$ cat src/hw/rtl/ffd_pkg.sv
// Shared types, codes and helpers for the flagged frame deframer.
// No dependencies; every other file of the block imports this package.
package ffd_pkg;

    // Frame constants
    localparam logic [7:0] MAGIC_BYTE   = 8'hFF;
    localparam logic [1:0] FLAG_VERSION = 2'd1;
    localparam int         FLAG_RSVD    = 0;

    // Presence bit positions inside the stored 5-bit presence field
    localparam int PRES_DEVICE = 4;
    localparam int PRES_CMD    = 3;
    localparam int PRES_SER    = 2;
    localparam int PRES_LEN    = 1;
    localparam int PRES_CHECK  = 0;

    localparam logic KIND_PAYLOAD = 1'b0;
    localparam logic KIND_SUMMARY = 1'b1;

    // Result queue geometry
    localparam int FIFO_DEPTH = 4;
    localparam int FIFO_AW    = $clog2(FIFO_DEPTH);
    localparam int FIFO_CW    = $clog2(FIFO_DEPTH + 1);

    typedef enum logic [3:0] {
        PH_MAGIC  = 4'd0,
        PH_FLAGS  = 4'd1,
        PH_DEVICE = 4'd2,
        PH_CMD    = 4'd3,
        PH_SER    = 4'd4,
        PH_LEN    = 4'd5,
        PH_PAY    = 4'd6,
        PH_CKH    = 4'd7,
        PH_CKL    = 4'd8,
        PH_DRAIN  = 4'd9,
        PH_END    = 4'd10
    } t_phase;

    typedef enum logic [2:0] {
        ST_OK        = 3'd0,
        ST_SHORT     = 3'd1,
        ST_MAGIC     = 3'd2,
        ST_VERSION   = 3'd3,
        ST_RESERVED  = 3'd4,
        ST_CHECKSUM  = 3'd5,
        ST_TOO_LONG  = 3'd6
    } t_status;

    typedef struct packed {
        logic [7:0] data_byte;
        logic       last_byte;
    } t_in_word;

    typedef struct packed {
        logic        kind;
        logic [7:0]  payload_byte;
        t_status     status;
        logic [31:0] frame_device;
        logic [14:0] frame_command;
        logic [14:0] frame_serial;
        logic [14:0] frame_payload_len;
    } t_result;

    // Up to two result words per byte, payload word first
    typedef struct packed {
        logic    pay_v;
        logic    sum_v;
        t_result pay;
        t_result sum;
    } t_push;

    // First section after 'from' that this frame carries, or PH_END
    function automatic t_phase follow_phase(input t_phase from, input logic [4:0] pres,
                                            input logic len_nz);
        logic [15:0] avail;
        t_phase      res;
        avail            = '0;
        avail[PH_DEVICE] = pres[PRES_DEVICE];
        avail[PH_CMD]    = pres[PRES_CMD];
        avail[PH_SER]    = pres[PRES_SER];
        avail[PH_LEN]    = pres[PRES_LEN];
        avail[PH_PAY]    = len_nz;
        avail[PH_CKH]    = pres[PRES_CHECK];
        res              = PH_END;
        for (int p = int'(PH_CKH); p >= int'(PH_DEVICE); p--) begin
            if ((p > int'(from)) && avail[4'(p)]) begin
                res = t_phase'(4'(p));
            end
        end
        return res;
    endfunction

endpackage

$ cat src/hw/rtl/ffd_if.sv
// Handshake channels of the deframer: raw byte input and result output.
// Depends on ffd_pkg for field widths.
interface ffd_byte_if;
    import ffd_pkg::*;
    logic       valid;
    logic       ready;
    logic [7:0] data_byte;
    logic       last_byte;
    modport source (output valid, data_byte, last_byte, input ready);
    modport sink   (input valid, data_byte, last_byte, output ready);
endinterface

interface ffd_result_if;
    import ffd_pkg::*;
    logic        valid;
    logic        ready;
    logic        kind;
    logic [7:0]  payload_byte;
    logic [2:0]  status;
    logic [31:0] frame_device;
    logic [14:0] frame_command;
    logic [14:0] frame_serial;
    logic [14:0] frame_payload_len;
    modport source (output valid, kind, payload_byte, status, frame_device, frame_command,
                    frame_serial, frame_payload_len, input ready);
    modport sink   (input valid, kind, payload_byte, status, frame_device, frame_command,
                    frame_serial, frame_payload_len, output ready);
endinterface

$ cat src/hw/rtl/ffd_in_stage.sv
// Input register of the deframer: holds one byte word until the parser takes it.
// Depends on ffd_pkg.
module ffd_in_stage (
    input  logic             i_clk,
    input  logic             i_rst_n,
    input  logic             i_valid,
    input  ffd_pkg::t_in_word i_word,
    output logic             o_ready,
    input  logic             i_take,
    output logic             o_valid,
    output ffd_pkg::t_in_word o_word
);
    import ffd_pkg::*;

    logic     r_valid;
    t_in_word r_word;

    // Accept when empty or when the held word leaves this cycle
    assign o_ready = !r_valid || i_take;
    assign o_valid = r_valid;
    assign o_word  = r_word;

    always_ff @(posedge i_clk) begin
        if (!i_rst_n) begin
            r_valid <= 1'b0;
        end else if (o_ready) begin
            r_valid <= i_valid;
        end
    end

    // Load payload on accept
    always_ff @(posedge i_clk) begin
        if (i_valid && o_ready) begin
            r_word <= i_word;
        end
    end

endmodule

$ cat src/hw/rtl/ffd_parser.sv
// Frame parser: phase machine, field accumulators and running checksum.
// Emits a payload word and/or a summary word per byte. Depends on ffd_pkg.
module ffd_parser (
    input  logic              i_clk,
    input  logic              i_rst_n,
    input  logic              i_take,
    input  ffd_pkg::t_in_word i_word,
    output ffd_pkg::t_push    o_push
);
    import ffd_pkg::*;

    t_phase      r_phase, n_phase;
    logic [4:0]  r_pres, n_pres;
    logic [31:0] r_dev, n_dev;
    logic [14:0] r_cmd, n_cmd;
    logic [14:0] r_ser, n_ser;
    logic [14:0] r_len, n_len;
    logic [14:0] r_bl, n_bl;
    logic [1:0]  r_cnt, n_cnt;
    logic [15:0] r_sum, n_sum;
    logic [7:0]  r_chk_hi, n_chk_hi;
    t_status     r_err, n_err;

    logic        done;
    logic        frame_end;
    logic [14:0] cur_var;
    logic [14:0] var_val;
    t_phase      nxt;
    logic [7:0]  b;
    logic        last;

    assign b    = i_word.data_byte;
    assign last = i_word.last_byte;

    // Varint register of the current section
    always_comb begin
        case (r_phase)
            PH_CMD:  cur_var = r_cmd;
            PH_SER:  cur_var = r_ser;
            default: cur_var = r_len;
        endcase
    end

    // Next state and result words
    always_comb begin
        n_phase   = r_phase;
        n_pres    = r_pres;
        n_dev     = r_dev;
        n_cmd     = r_cmd;
        n_ser     = r_ser;
        n_len     = r_len;
        n_bl      = r_bl;
        n_cnt     = r_cnt;
        n_sum     = r_sum;
        n_chk_hi  = r_chk_hi;
        n_err     = r_err;
        done      = 1'b0;
        frame_end = 1'b0;
        var_val   = '0;
        nxt       = r_phase;
        o_push    = '0;

        if (i_take) begin
            // Running checksum covers every byte before the checksum itself
            if (r_phase < PH_CKH) begin
                n_sum = r_sum + {8'd0, b};
            end

            case (r_phase)
                PH_MAGIC: begin
                    if (b != MAGIC_BYTE) begin
                        n_err = ST_MAGIC;
                        nxt   = PH_DRAIN;
                    end else begin
                        nxt = PH_FLAGS;
                    end
                end
                PH_FLAGS: begin
                    if (b[7:6] != FLAG_VERSION) begin
                        n_err = ST_VERSION;
                        nxt   = PH_DRAIN;
                    end else if (b[FLAG_RSVD]) begin
                        n_err = ST_RESERVED;
                        nxt   = PH_DRAIN;
                    end else begin
                        n_pres = b[5:1];
                        done   = 1'b1;
                    end
                end
                PH_DEVICE: begin
                    n_dev = {r_dev[23:0], b};
                    if (r_cnt == 2'd3) begin
                        done = 1'b1;
                    end else begin
                        n_cnt = r_cnt + 2'd1;
                    end
                end
                PH_CMD, PH_SER, PH_LEN: begin
                    if (r_cnt == 2'd0) begin
                        var_val = {8'd0, b[6:0]};
                        if (b[7]) begin
                            n_cnt = 2'd1;
                        end else begin
                            done = 1'b1;
                        end
                    end else begin
                        var_val = {b, cur_var[6:0]};
                        done    = 1'b1;
                    end
                    if (r_phase == PH_CMD) begin
                        n_cmd = var_val;
                    end else if (r_phase == PH_SER) begin
                        n_ser = var_val;
                    end else begin
                        n_len = var_val;
                        if (done) begin
                            n_bl = var_val;
                        end
                    end
                end
                PH_PAY: begin
                    o_push.pay_v              = 1'b1;
                    o_push.pay.kind           = KIND_PAYLOAD;
                    o_push.pay.payload_byte   = b;
                    o_push.pay.status         = ST_OK;
                    n_bl                      = r_bl - 15'd1;
                    if (n_bl == 15'd0) begin
                        done = 1'b1;
                    end
                end
                PH_CKH: begin
                    n_chk_hi = b;
                    nxt      = PH_CKL;
                end
                PH_CKL: begin
                    if ({r_chk_hi, b} != r_sum) begin
                        n_err = ST_CHECKSUM;
                    end
                    nxt = PH_END;
                end
                default: begin
                    nxt = PH_DRAIN;
                end
            endcase

            // Advance to the next section present in this frame
            if (done) begin
                n_cnt = 2'd0;
                nxt   = follow_phase(r_phase, n_pres, n_len != 15'd0);
            end
            if (nxt == PH_END) begin
                frame_end = 1'b1;
                if (n_err == ST_OK && !last) begin
                    n_err = ST_TOO_LONG;
                end
                nxt = PH_DRAIN;
            end
            // First error wins: drop bytes until the buffer ends
            if (n_err != ST_OK) begin
                nxt = PH_DRAIN;
            end
            n_phase = nxt;

            // Close the buffer: emit the summary and clear all state
            if (last) begin
                if (n_err == ST_OK && !frame_end) begin
                    n_err = ST_SHORT;
                end
                o_push.sum_v       = 1'b1;
                o_push.sum.kind    = KIND_SUMMARY;
                o_push.sum.status  = n_err;
                if (n_err == ST_OK) begin
                    o_push.sum.frame_device      = n_dev;
                    o_push.sum.frame_command     = n_cmd;
                    o_push.sum.frame_serial      = n_ser;
                    o_push.sum.frame_payload_len = n_len;
                end
                n_phase  = PH_MAGIC;
                n_pres   = '0;
                n_dev    = '0;
                n_cmd    = '0;
                n_ser    = '0;
                n_len    = '0;
                n_bl     = '0;
                n_cnt    = '0;
                n_sum    = '0;
                n_chk_hi = '0;
                n_err    = ST_OK;
            end
        end
    end

    // State registers
    always_ff @(posedge i_clk) begin
        if (!i_rst_n) begin
            r_phase  <= PH_MAGIC;
            r_pres   <= '0;
            r_dev    <= '0;
            r_cmd    <= '0;
            r_ser    <= '0;
            r_len    <= '0;
            r_bl     <= '0;
            r_cnt    <= '0;
            r_sum    <= '0;
            r_chk_hi <= '0;
            r_err    <= ST_OK;
        end else begin
            r_phase  <= n_phase;
            r_pres   <= n_pres;
            r_dev    <= n_dev;
            r_cmd    <= n_cmd;
            r_ser    <= n_ser;
            r_len    <= n_len;
            r_bl     <= n_bl;
            r_cnt    <= n_cnt;
            r_sum    <= n_sum;
            r_chk_hi <= n_chk_hi;
            r_err    <= n_err;
        end
    end

`ifndef NO_ASSERTIONS
    // A summary always leaves the parser ready for a fresh magic byte
    a_sum_clears: assert property (@(posedge i_clk) disable iff (!i_rst_n)
        o_push.sum_v |=> (r_phase == PH_MAGIC && r_err == ST_OK && r_sum == 16'd0))
        else $error("parser state not cleared after summary");

    // Payload words come only from the payload section
    a_pay_phase: assert property (@(posedge i_clk) disable iff (!i_rst_n)
        o_push.pay_v |-> (r_phase == PH_PAY && r_bl != 15'd0))
        else $error("payload word outside payload section");

    // Draining implies a latched error
    a_drain_err: assert property (@(posedge i_clk) disable iff (!i_rst_n)
        (r_phase == PH_DRAIN) |-> (r_err != ST_OK))
        else $error("drain phase without error");
`endif

endmodule

$ cat src/hw/rtl/ffd_out_fifo.sv
// Result queue: takes up to two words per cycle in order, gives one per cycle while i_ready is high.
// Depends on ffd_pkg.
module ffd_out_fifo (
    input  logic             i_clk,
    input  logic             i_rst_n,
    input  ffd_pkg::t_push   i_push,
    output logic             o_space,
    output logic             o_valid,
    output ffd_pkg::t_result o_data,
    input  logic             i_ready
);
    import ffd_pkg::*;

    t_result              r_mem [FIFO_DEPTH];
    logic [FIFO_AW-1:0]   r_wr_ptr, n_wr_ptr;
    logic [FIFO_AW-1:0]   r_rd_ptr, n_rd_ptr;
    logic [FIFO_CW-1:0]   r_count, n_count;
    logic [FIFO_AW-1:0]   wr_ptr1;
    logic [FIFO_AW-1:0]   sum_ptr;
    logic [1:0]           push_n;
    logic                 pop;

    assign o_valid = r_count != '0;
    assign o_data  = r_mem[r_rd_ptr];
    assign o_space = r_count <= FIFO_CW'(FIFO_DEPTH - 2);
    assign pop     = o_valid && i_ready;

    assign wr_ptr1  = r_wr_ptr + FIFO_AW'(1);
    assign sum_ptr  = i_push.pay_v ? wr_ptr1 : r_wr_ptr;
    assign push_n   = {1'b0, i_push.pay_v} + {1'b0, i_push.sum_v};
    assign n_wr_ptr = r_wr_ptr + FIFO_AW'(push_n);
    assign n_rd_ptr = r_rd_ptr + FIFO_AW'(pop);
    assign n_count  = r_count + FIFO_CW'(push_n) - FIFO_CW'(pop);

    // Write payload word first, summary behind it
    always_ff @(posedge i_clk) begin
        if (i_push.pay_v) begin
            r_mem[r_wr_ptr] <= i_push.pay;
        end
        if (i_push.sum_v) begin
            r_mem[sum_ptr] <= i_push.sum;
        end
    end

    // Pointers and fill count
    always_ff @(posedge i_clk) begin
        if (!i_rst_n) begin
            r_wr_ptr <= '0;
            r_rd_ptr <= '0;
            r_count  <= '0;
        end else begin
            r_wr_ptr <= n_wr_ptr;
            r_rd_ptr <= n_rd_ptr;
            r_count  <= n_count;
        end
    end

`ifndef NO_ASSERTIONS
    // Pushes happen only with room for two words
    a_push_room: assert property (@(posedge i_clk) disable iff (!i_rst_n)
        (i_push.pay_v || i_push.sum_v) |-> o_space)
        else $error("push into queue without room");

    // Fill count never exceeds depth
    a_count_max: assert property (@(posedge i_clk) disable iff (!i_rst_n)
        r_count <= FIFO_CW'(FIFO_DEPTH))
        else $error("queue overflow");
`endif

endmodule

$ cat src/hw/rtl/flagged_frame_deframer_core.sv
// Top level of the flagged frame deframer: input register, parser, result queue.
// Depends on ffd_pkg, ffd_if, ffd_in_stage, ffd_parser and ffd_out_fifo.
//
//   channel    dir  word contents
//   i_byte     in   data_byte[7:0], last_byte
//   o_result   out  kind, payload_byte, status, frame_device, frame_command,
//                   frame_serial, frame_payload_len
//
// One byte word is accepted per cycle while i_byte.ready is high; the parser handles it from the input register.
// Each byte gives zero, one or two result words (payload then summary) into a
// four-word queue; each result word becomes valid once the queue has registered it.
// The parser takes a held byte only while the queue has two free slots, so a stalled
// output drops i_byte.ready once three or four words are queued and one byte is held.
// i_rst_n is synchronous, active low, and clears all frame state and the queue.
module flagged_frame_deframer_core (
    input  logic                i_clk,
    input  logic                i_rst_n,
    ffd_byte_if.sink            i_byte,
    ffd_result_if.source        o_result
);
    import ffd_pkg::*;

    t_in_word in_word;
    t_in_word held_word;
    logic     held_valid;
    logic     in_ready;
    logic     take;
    logic     space;
    t_push    push;
    t_result  head;

    assign in_word.data_byte = i_byte.data_byte;
    assign in_word.last_byte = i_byte.last_byte;
    assign i_byte.ready      = in_ready;

    // Hand the held byte to the parser when the queue can take its results
    assign take = held_valid && space;

    ffd_in_stage u_in_stage (
        .i_clk   (i_clk),
        .i_rst_n (i_rst_n),
        .i_valid (i_byte.valid),
        .i_word  (in_word),
        .o_ready (in_ready),
        .i_take  (take),
        .o_valid (held_valid),
        .o_word  (held_word)
    );

    ffd_parser u_parser (
        .i_clk   (i_clk),
        .i_rst_n (i_rst_n),
        .i_take  (take),
        .i_word  (held_word),
        .o_push  (push)
    );

    ffd_out_fifo u_out_fifo (
        .i_clk   (i_clk),
        .i_rst_n (i_rst_n),
        .i_push  (push),
        .o_space (space),
        .o_valid (o_result.valid),
        .o_data  (head),
        .i_ready (o_result.ready)
    );

    // Drive the result channel from the queue head
    assign o_result.kind              = head.kind;
    assign o_result.payload_byte      = head.payload_byte;
    assign o_result.status            = head.status;
    assign o_result.frame_device      = head.frame_device;
    assign o_result.frame_command     = head.frame_command;
    assign o_result.frame_serial      = head.frame_serial;
    assign o_result.frame_payload_len = head.frame_payload_len;

endmodule

$ cat src/flat_wrapper.sv
// flat-port wrapper written by rule: the top's interface ports become plain ports
module flagged_frame_deframer_core_flat import ffd_pkg::*;
  (i_clk, i_rst_n, i_byte_valid, i_byte_data_byte, i_byte_last_byte, i_byte_ready, o_result_valid, o_result_kind, o_result_payload_byte, o_result_status, o_result_frame_device, o_result_frame_command, o_result_frame_serial, o_result_frame_payload_len, o_result_ready);
  ffd_byte_if i_byte_i ();
  ffd_result_if o_result_i ();
  input  logic i_clk;
  input  logic i_rst_n;
  input wire logic [$bits(i_byte_i.valid)-1:0] i_byte_valid;
  input wire logic [$bits(i_byte_i.data_byte)-1:0] i_byte_data_byte;
  input wire logic [$bits(i_byte_i.last_byte)-1:0] i_byte_last_byte;
  output wire logic [$bits(i_byte_i.ready)-1:0] i_byte_ready;
  output wire logic [$bits(o_result_i.valid)-1:0] o_result_valid;
  output wire logic [$bits(o_result_i.kind)-1:0] o_result_kind;
  output wire logic [$bits(o_result_i.payload_byte)-1:0] o_result_payload_byte;
  output wire logic [$bits(o_result_i.status)-1:0] o_result_status;
  output wire logic [$bits(o_result_i.frame_device)-1:0] o_result_frame_device;
  output wire logic [$bits(o_result_i.frame_command)-1:0] o_result_frame_command;
  output wire logic [$bits(o_result_i.frame_serial)-1:0] o_result_frame_serial;
  output wire logic [$bits(o_result_i.frame_payload_len)-1:0] o_result_frame_payload_len;
  input wire logic [$bits(o_result_i.ready)-1:0] o_result_ready;
  assign i_byte_i.valid = i_byte_valid;
  assign i_byte_i.data_byte = i_byte_data_byte;
  assign i_byte_i.last_byte = i_byte_last_byte;
  assign i_byte_ready = i_byte_i.ready;
  assign o_result_valid = o_result_i.valid;
  assign o_result_kind = o_result_i.kind;
  assign o_result_payload_byte = o_result_i.payload_byte;
  assign o_result_status = o_result_i.status;
  assign o_result_frame_device = o_result_i.frame_device;
  assign o_result_frame_command = o_result_i.frame_command;
  assign o_result_frame_serial = o_result_i.frame_serial;
  assign o_result_frame_payload_len = o_result_i.frame_payload_len;
  assign o_result_i.ready = o_result_ready;
  flagged_frame_deframer_core u_core (.i_clk(i_clk), .i_rst_n(i_rst_n), .i_byte(i_byte_i), .o_result(o_result_i));
endmodule
$ cat config.mk
export PLATFORM = sky130hd
export DESIGN_NAME = flagged_frame_deframer_core_flat
export DESIGN_NICKNAME = d
export VERILOG_FILES = /design/src/hw/rtl/ffd_pkg.sv /design/src/hw/rtl/ffd_if.sv /design/src/hw/rtl/ffd_in_stage.sv /design/src/hw/rtl/ffd_parser.sv /design/src/hw/rtl/ffd_out_fifo.sv /design/src/hw/rtl/flagged_frame_deframer_core.sv /design/src/flat_wrapper.sv
export SDC_FILE = /design/constraint.sdc
export NUM_CORES = 1
export LEC_CHECK = 0
export ABC_AREA = 1
export BUFFER_PORTS_ARGS = -buffer_cell sky130_fd_sc_hd__buf_4
export CAP_MARGIN = 20
export CORE_MARGIN = 2
export CORE_UTILIZATION = 33
export CTS_CLUSTER_SIZE = 24
export DETAILED_ROUTE_END_ITERATION = 8
export PLACE_DENSITY = 0.52
export SLEW_MARGIN = 20
export SYNTH_ARGS = -nofsm -noshare
export SYNTH_HDL_FRONTEND = slang
export SYNTH_HIERARCHICAL = 1
export SYNTH_SLANG_ARGS = --single-unit
$ cat constraint.sdc
create_clock -name i_clk -period 8.3 [get_ports i_clk]
set_clock_uncertainty 0.05 [all_clocks]
set_input_delay 1.66 -clock i_clk [delete_from_list [all_inputs] [get_ports i_clk]]
set_output_delay 1.66 -clock i_clk [all_outputs]
set_load 0.01 [all_outputs]
# Word level (Yosys, flattened, before mapping)
# Memories as Yosys holds them, arrays and structs flattened. A register that Yosys moved wholly into a read port is not among the register bits.
# Index checks and enable logic that the tools add are counted.
dict set report word_totals {
  latch_bits 0
  out_inout_bits 91
  register_bits 147
  in_bits 13
  word_cells 178
  rom_bits 0
  ramBits 356
  mem_count 1
}
# memory words word_bits rd rd_clocked_by_memory_dff wr line
set memory_table {}
lappend memory_table {u_core.u_out_fifo.r_mem 4 89 1 1 2 ffd_out_fifo.sv:14} ;# t_result r_mem [FIFO_DEPTH];
dict set report classes {
  n_eq_ne 19
  add_sub_neg 9
  n_mul 0
  div 0
  n_shift 0
  order_cmp 8
  bitwise 0
  reduce_logical 34
  n_mux 90
}
# cell count
set ops {}
lappend ops {{$mux 15} 17}
lappend ops {{$mux 80} 2}
lappend ops {{$mux 77} 1}
lappend ops {{$mux 32} 2}
lappend ops {{$mux 4} 14}
lappend ops {{$mux 3} 12}
lappend ops {{$mux 16} 2}
lappend ops {{$pmux 15 s2} 1}
lappend ops {{$mux 5} 5}
lappend ops {{$pmux 4 s5} 1}
lappend ops {{$mux 1} 18}
lappend ops {{$add 16x8->16} 1}
lappend ops {{$eq 4x3->1 const B} 4}
lappend ops {{$gt 3x4->1 const A} 4}
lappend ops {{$mux 8} 2}
lappend ops {{$ne 16x16->1} 1}
lappend ops {{$logic_not 15->1} 1}
lappend ops {{$reduce_bool 15->1} 1}
lappend ops {{$sub 15x1->15 const B} 1}
lappend ops {{$mux 14} 1}
lappend ops {{$mux 2} 7}
lappend ops {{$pmux 7 s2} 1}
lappend ops {{$logic_and 1x1->1} 11}
lappend ops {{$mux 11} 1}
lappend ops {{33 further kinds} 49}

# Logic depth before layout (Yosys ltp)
dict set report logic_depth {
  depth_word 28
  mapped_depth 26
  mapped_depth_nobuf 23
}

# Cells and area by module
# The synthesis kept the hierarchy.
# module cells_per_inst seq_area_each_um2 area_per_inst_um2 n_inst
set modules_own_cells {}
lappend modules_own_cells {ffd_out_fifo 2126 10830.4 18884.4 1}
lappend modules_own_cells {ffd_parser 1443 2602.5 8852.2 1}
lappend modules_own_cells {ffd_in_stage 16 290.3 321.6 1}
lappend modules_own_cells {flagged_frame_deframer_core 2 0.0 7.5 1}

# Worst setup path before layout
# No wires, ideal clock.
dict set report synth_timing {
  kind {flip-flop to flip-flop}
  from {reg u_core.u_parser.r_phase[3]}
  to {mem u_core/u_out_fifo/r_mem[0][0] (netlist bit), enable pin}
  slack_ns 3.924
  n_path_buf 4
  arrival_ns 3.875
  required_ns 7.799
  setup_ns 0.451
  path_stages_with_launch 14
  period_less_slack_ns 4.376
  path_cell_list {dfxtp_1 > buf_4 > inv_2 > nand2_2 > nor2_4 > clkinv_1 > nor2_1 > buf_6 > nand2_1 > nand2_4 > buf_6 > nand3_4 > buf_6 > nand2_1}
}
# element line
set synth_lines {}
lappend synth_lines {{start: declaration} ffd_parser.sv:12} ;# t_phase r_phase, n_phase;
lappend synth_lines {{start signal: assignment} ffd_parser.sv:208} ;# r_phase <= n_phase;
lappend synth_lines {{end: declaration} ffd_out_fifo.sv:14}

==> flow_summary.json <==
{
  "status": "complete, no violations",
  "p_per_area_nw_per_um2": 235.2,
  "grt_pass1_vias": 22407,
  "synthMuxAreaShare_pct": 0,
  "routed.top_layer": "met4",
  "cts_max_path_buffers": 3,
  "wl_met3_um": 5200,
  "maxSlewViolCount": 0,
  "power.internal_mw": 4.732,
  "dr.pass1.iters": 5,
  "layout_min_cycle_time_ns": 5.598,
  "wire_per_inst_um": 19.10,
  "path_clk_slew_ns": 0.06,
  "rsz0062_at_grt": "false",
  "p_leak_nw": 12.27,
  "gp_congestion": 0.8248,
  "pin_count": 104,
  "period_share_pct": 67.44,
  "cts_root_buffer": "clkbuf_16",
  "netlist_top_cells_area": "edfxtp_1, nand2_1, dfxtp_1",
  "port-buffer-count": 103,
  "synth_top_area_share_pct": 39.05,
  "row_count": 106,
  "crit_family": "simple AND/OR/NAND/NOR gates",
  "sw_frac_of_total_pct": 34.51,
  "wl_met2_um": 41090,
  "drt_iter0_drc": 2020,
  "yosysUniqueCellTypes": 49,
  "wl_um": 90270,
  "holdBufCountCts": 0,
  "yosysWarnings": 6,
  "drt-met1-wl_um": 41930,
  "synth_xor_xnor_area_share_pct": 0.1872,
  "drive_gt1_share_pct": 8.937,
  "post_synth.cell_area_avg_um2": 7.824,
  "cp.buffers_inverters": 3,
  "die_y_um": 295.6,
  "max_stage_delay_ns": 1.01,
  "worstPathArrival_ns": 5.81,
  "layout-area-overhead-vs-synth_pct": 9.460,
  "fin_nets": 3582,
  "crit_top_cell": "nand2_4",
  "clk_latency_ns": 0.63,
  "diodes": 0,
  "crit_fanout": 55,
  "critPathLaunchType": "register",
  "yosysTopAreaCell": "edfxtp_1",
  "synth_fa_ha_area_share_pct": 1.123,
  "setup_ws_ns": 2.702,
  "crit_path_end_kind": "register",
  "fin_setup_tns_ns": 0,
  "postSynthCellCount": 3587,
  "drv_cap": 0,
  "crit_required_ns": 8.51,
  "pre_cts_slack_ns": 2.651,
  "irDropWorstVdd_mv": 0.1615,
  "ant_nets": 0,
  "slew_headroom_pct": 29.58,
  "finalHoldViolations": 0,
  "finalSetupViolCount": 0,
  "combPwrFrac_pct": 27.1,
  "dp_hpwl_um": 51590,
  "track_usage_pct": 20.37,
  "crit_chain": "inv_2 -> nand2_2 -> nor2_4 -> clkinv_1 -> nor2_1 -> nand2_1 -> nand2_4 -> nand3_4 -> nand2_4 -> buf_4",
  "synth_area_um2": 28070,
  "p_switching_mw": 2.494,
  "ys_seq_elements": 503,
  "synth_top_family_by_area": "simple AND/OR/NAND/NOR gates",
  "synth-simple-area-share_pct": 29.62,
  "cts_buffers": 57,
  "power.share.clock_pct": 33.0,
  "antenna_found_initial": 0,
  "cts_post_setup_buffers_inserted": 0,
  "htree_levels": 2,
  "cts_resized": 0,
  "grt_first_pass_wirelength_um": 136800,
  "post-route-drc-count": 0,
  "ys.flop_type": "edfxtp_1",
  "synth_edf_count": 365,
  "die_w_um": 295.6,
  "yosysSeqAreaShare_pct": 48.90,
  "synthArstFlopShare_pct": 0,
  "hold_class": "register to register",
  "grt_overflow": 0,
  "route.vias.total": 23858,
  "worst-setup-path-type": "register to register",
  "post-place-cells": 4620,
  "grt_start_max_net_pins": 106,
  "sequentialPowerShare_pct": 39.9,
  "initial_utilization_pct": 33.43,
  "die-area_um2": 87400,
  "synth_compound_area_share_pct": 10.37,
  "vias_per_cell": 5.048,
  "finalNonFillerCells": 4726,
  "core-area_um2": 83950,
  "p_total_mw": 7.226,
  "cp_slowest_cell": "nand2_4",
  "most-common-layout-cells": "nand2_1, nor2_1, edfxtp_1, o21ai_0, inv_1",
  "max_freq_mhz": 178.7,
  "clock_sink_count": 503,
  "cts_tree": "yes",
  "layout_commonest_cell": "nand2_1",
  "tightest_slew_ns": 1.056
}
[registers in the layout (all words and copies together) (netlist names), 8 cells and up]
signal / count
u_core/u_parser/r_cmd: 15
u_core/u_parser/r_len: 15
u_core/u_parser/r_bl: 15
u_core/u_parser/r_chk_hi: 8
u_core/u_parser/r_sum: 16
u_core/u_parser/r_ser: 15
u_core/u_parser/r_dev: 32
u_core/u_out_fifo/r_mem: 356
u_core/u_in_stage/o_word: 9
[tightest hold or removal path, delay by kind of cell (launching register included)]
| kind | cells | cell delay, ns |
|---|---|---|
| AO/OA/AOI/OAI | 1 | 0.05 |
| flip-flops | 1 | 0.30 |
| AND/OR/NAND/NOR | 1 | 0.06 |
[through the flow]
step / instance area [um2] / util [%] / hold slack [ns]
2_1_floorplan: 28400 / - / 0.3922
6_report: 30720 / 36.59 / 0.4118
5_1_grt: 30720 / 36.59 / 0.4258
4_1_cts: 30720 / 36.59 / 0.4121
3_5_place_dp: 29010 / 34.56 / 0.4029
3_3_place_gp: 29010 / 34.55 / 0.3986
[synth_stat cells (3+ instances only)]
master / number
nor2_1: 395
nor3_1: 13
nand2_2: 13
o21ai_1: 10
nor2_4: 4
a21oi_2: 3
o211ai_1: 7
nor2_2: 36
nand3_1: 57
nand3_2: 5
buf_4: 109
xnor2_1: 5
nand4_1: 182
a21oi_1: 89
edfxtp_1: 365
inv_1: 203
nand2_1: 1243
buf_2: 92
a2bb2oi_1: 6
or2_2: 15
buf_1: 6
nand3b_1: 5
dfxtp_1: 138
buf_6: 20
o22ai_1: 141
o21ai_0: 262
inv_2: 13
ha_1: 22
clkbuf_1: 95
nand2_4: 3
[power by group through the flow]
stage	Sequential [mW]	Clock [mW]	Combinational [mW]
final	2.88	2.38	1.96
after detailed placement	2.94	0	1.98
after CTS	2.88	2.45	1.98
after global placement	2.94	0	1.97
after floorplan	2.86	0	1.23
after global routing	2.89	2.54	2.15
[routing by layer]
| metal | vias to the layer above | track usage, % |
|---|---|---|
| met1 | 11273 | 29.07 |
| met3 | 121 | 2.406 |
| met5 | - | 0 |
| met2 | 729 | 32.57 |
| li1 | 11735 | - |
| met4 | 0 | 5.547 |
[cell families after synthesis]
family	Yosys count
xor+xnor	6
simple gates	1978
compound gates	530
buf+inv	545
flops	503
fa+ha+maj	24
other cells	1
[final timing paths]
| kind | start | endpoint | slack, ns | cells past startpoint |
|---|---|---|---|---|
| setup / recovery | u_core/u_parser/r_phase[3] | u_core/u_out_fifo/r_mem[1][88] | 2.70 | 10 |
| hold reg to reg | u_core/u_parser/r_ser[11] | u_core/u_parser/r_ser[11] | 0.41 | 2 |
| setup reg to reg | u_core/u_parser/r_phase[3] | u_core/u_out_fifo/r_mem[1][88] | 2.70 | 10 |
| hold / removal | u_core/u_parser/r_ser[11] | u_core/u_parser/r_ser[11] | 0.41 | 2 |
[final cells by class]
class / count / area (um2)
clock inverters: 35 / 229.0
multi-input cells: 2627 / 12010
flip-flops and latches: 503 / 13730
fillers: 8686 / 53230
well taps: 1134 / 1419
clock buffers: 71 / 1479
repair buffers: 136 / 1021
inverters: 220 / 837.1
Note: power is estimated with default switching activity, not from simulation.
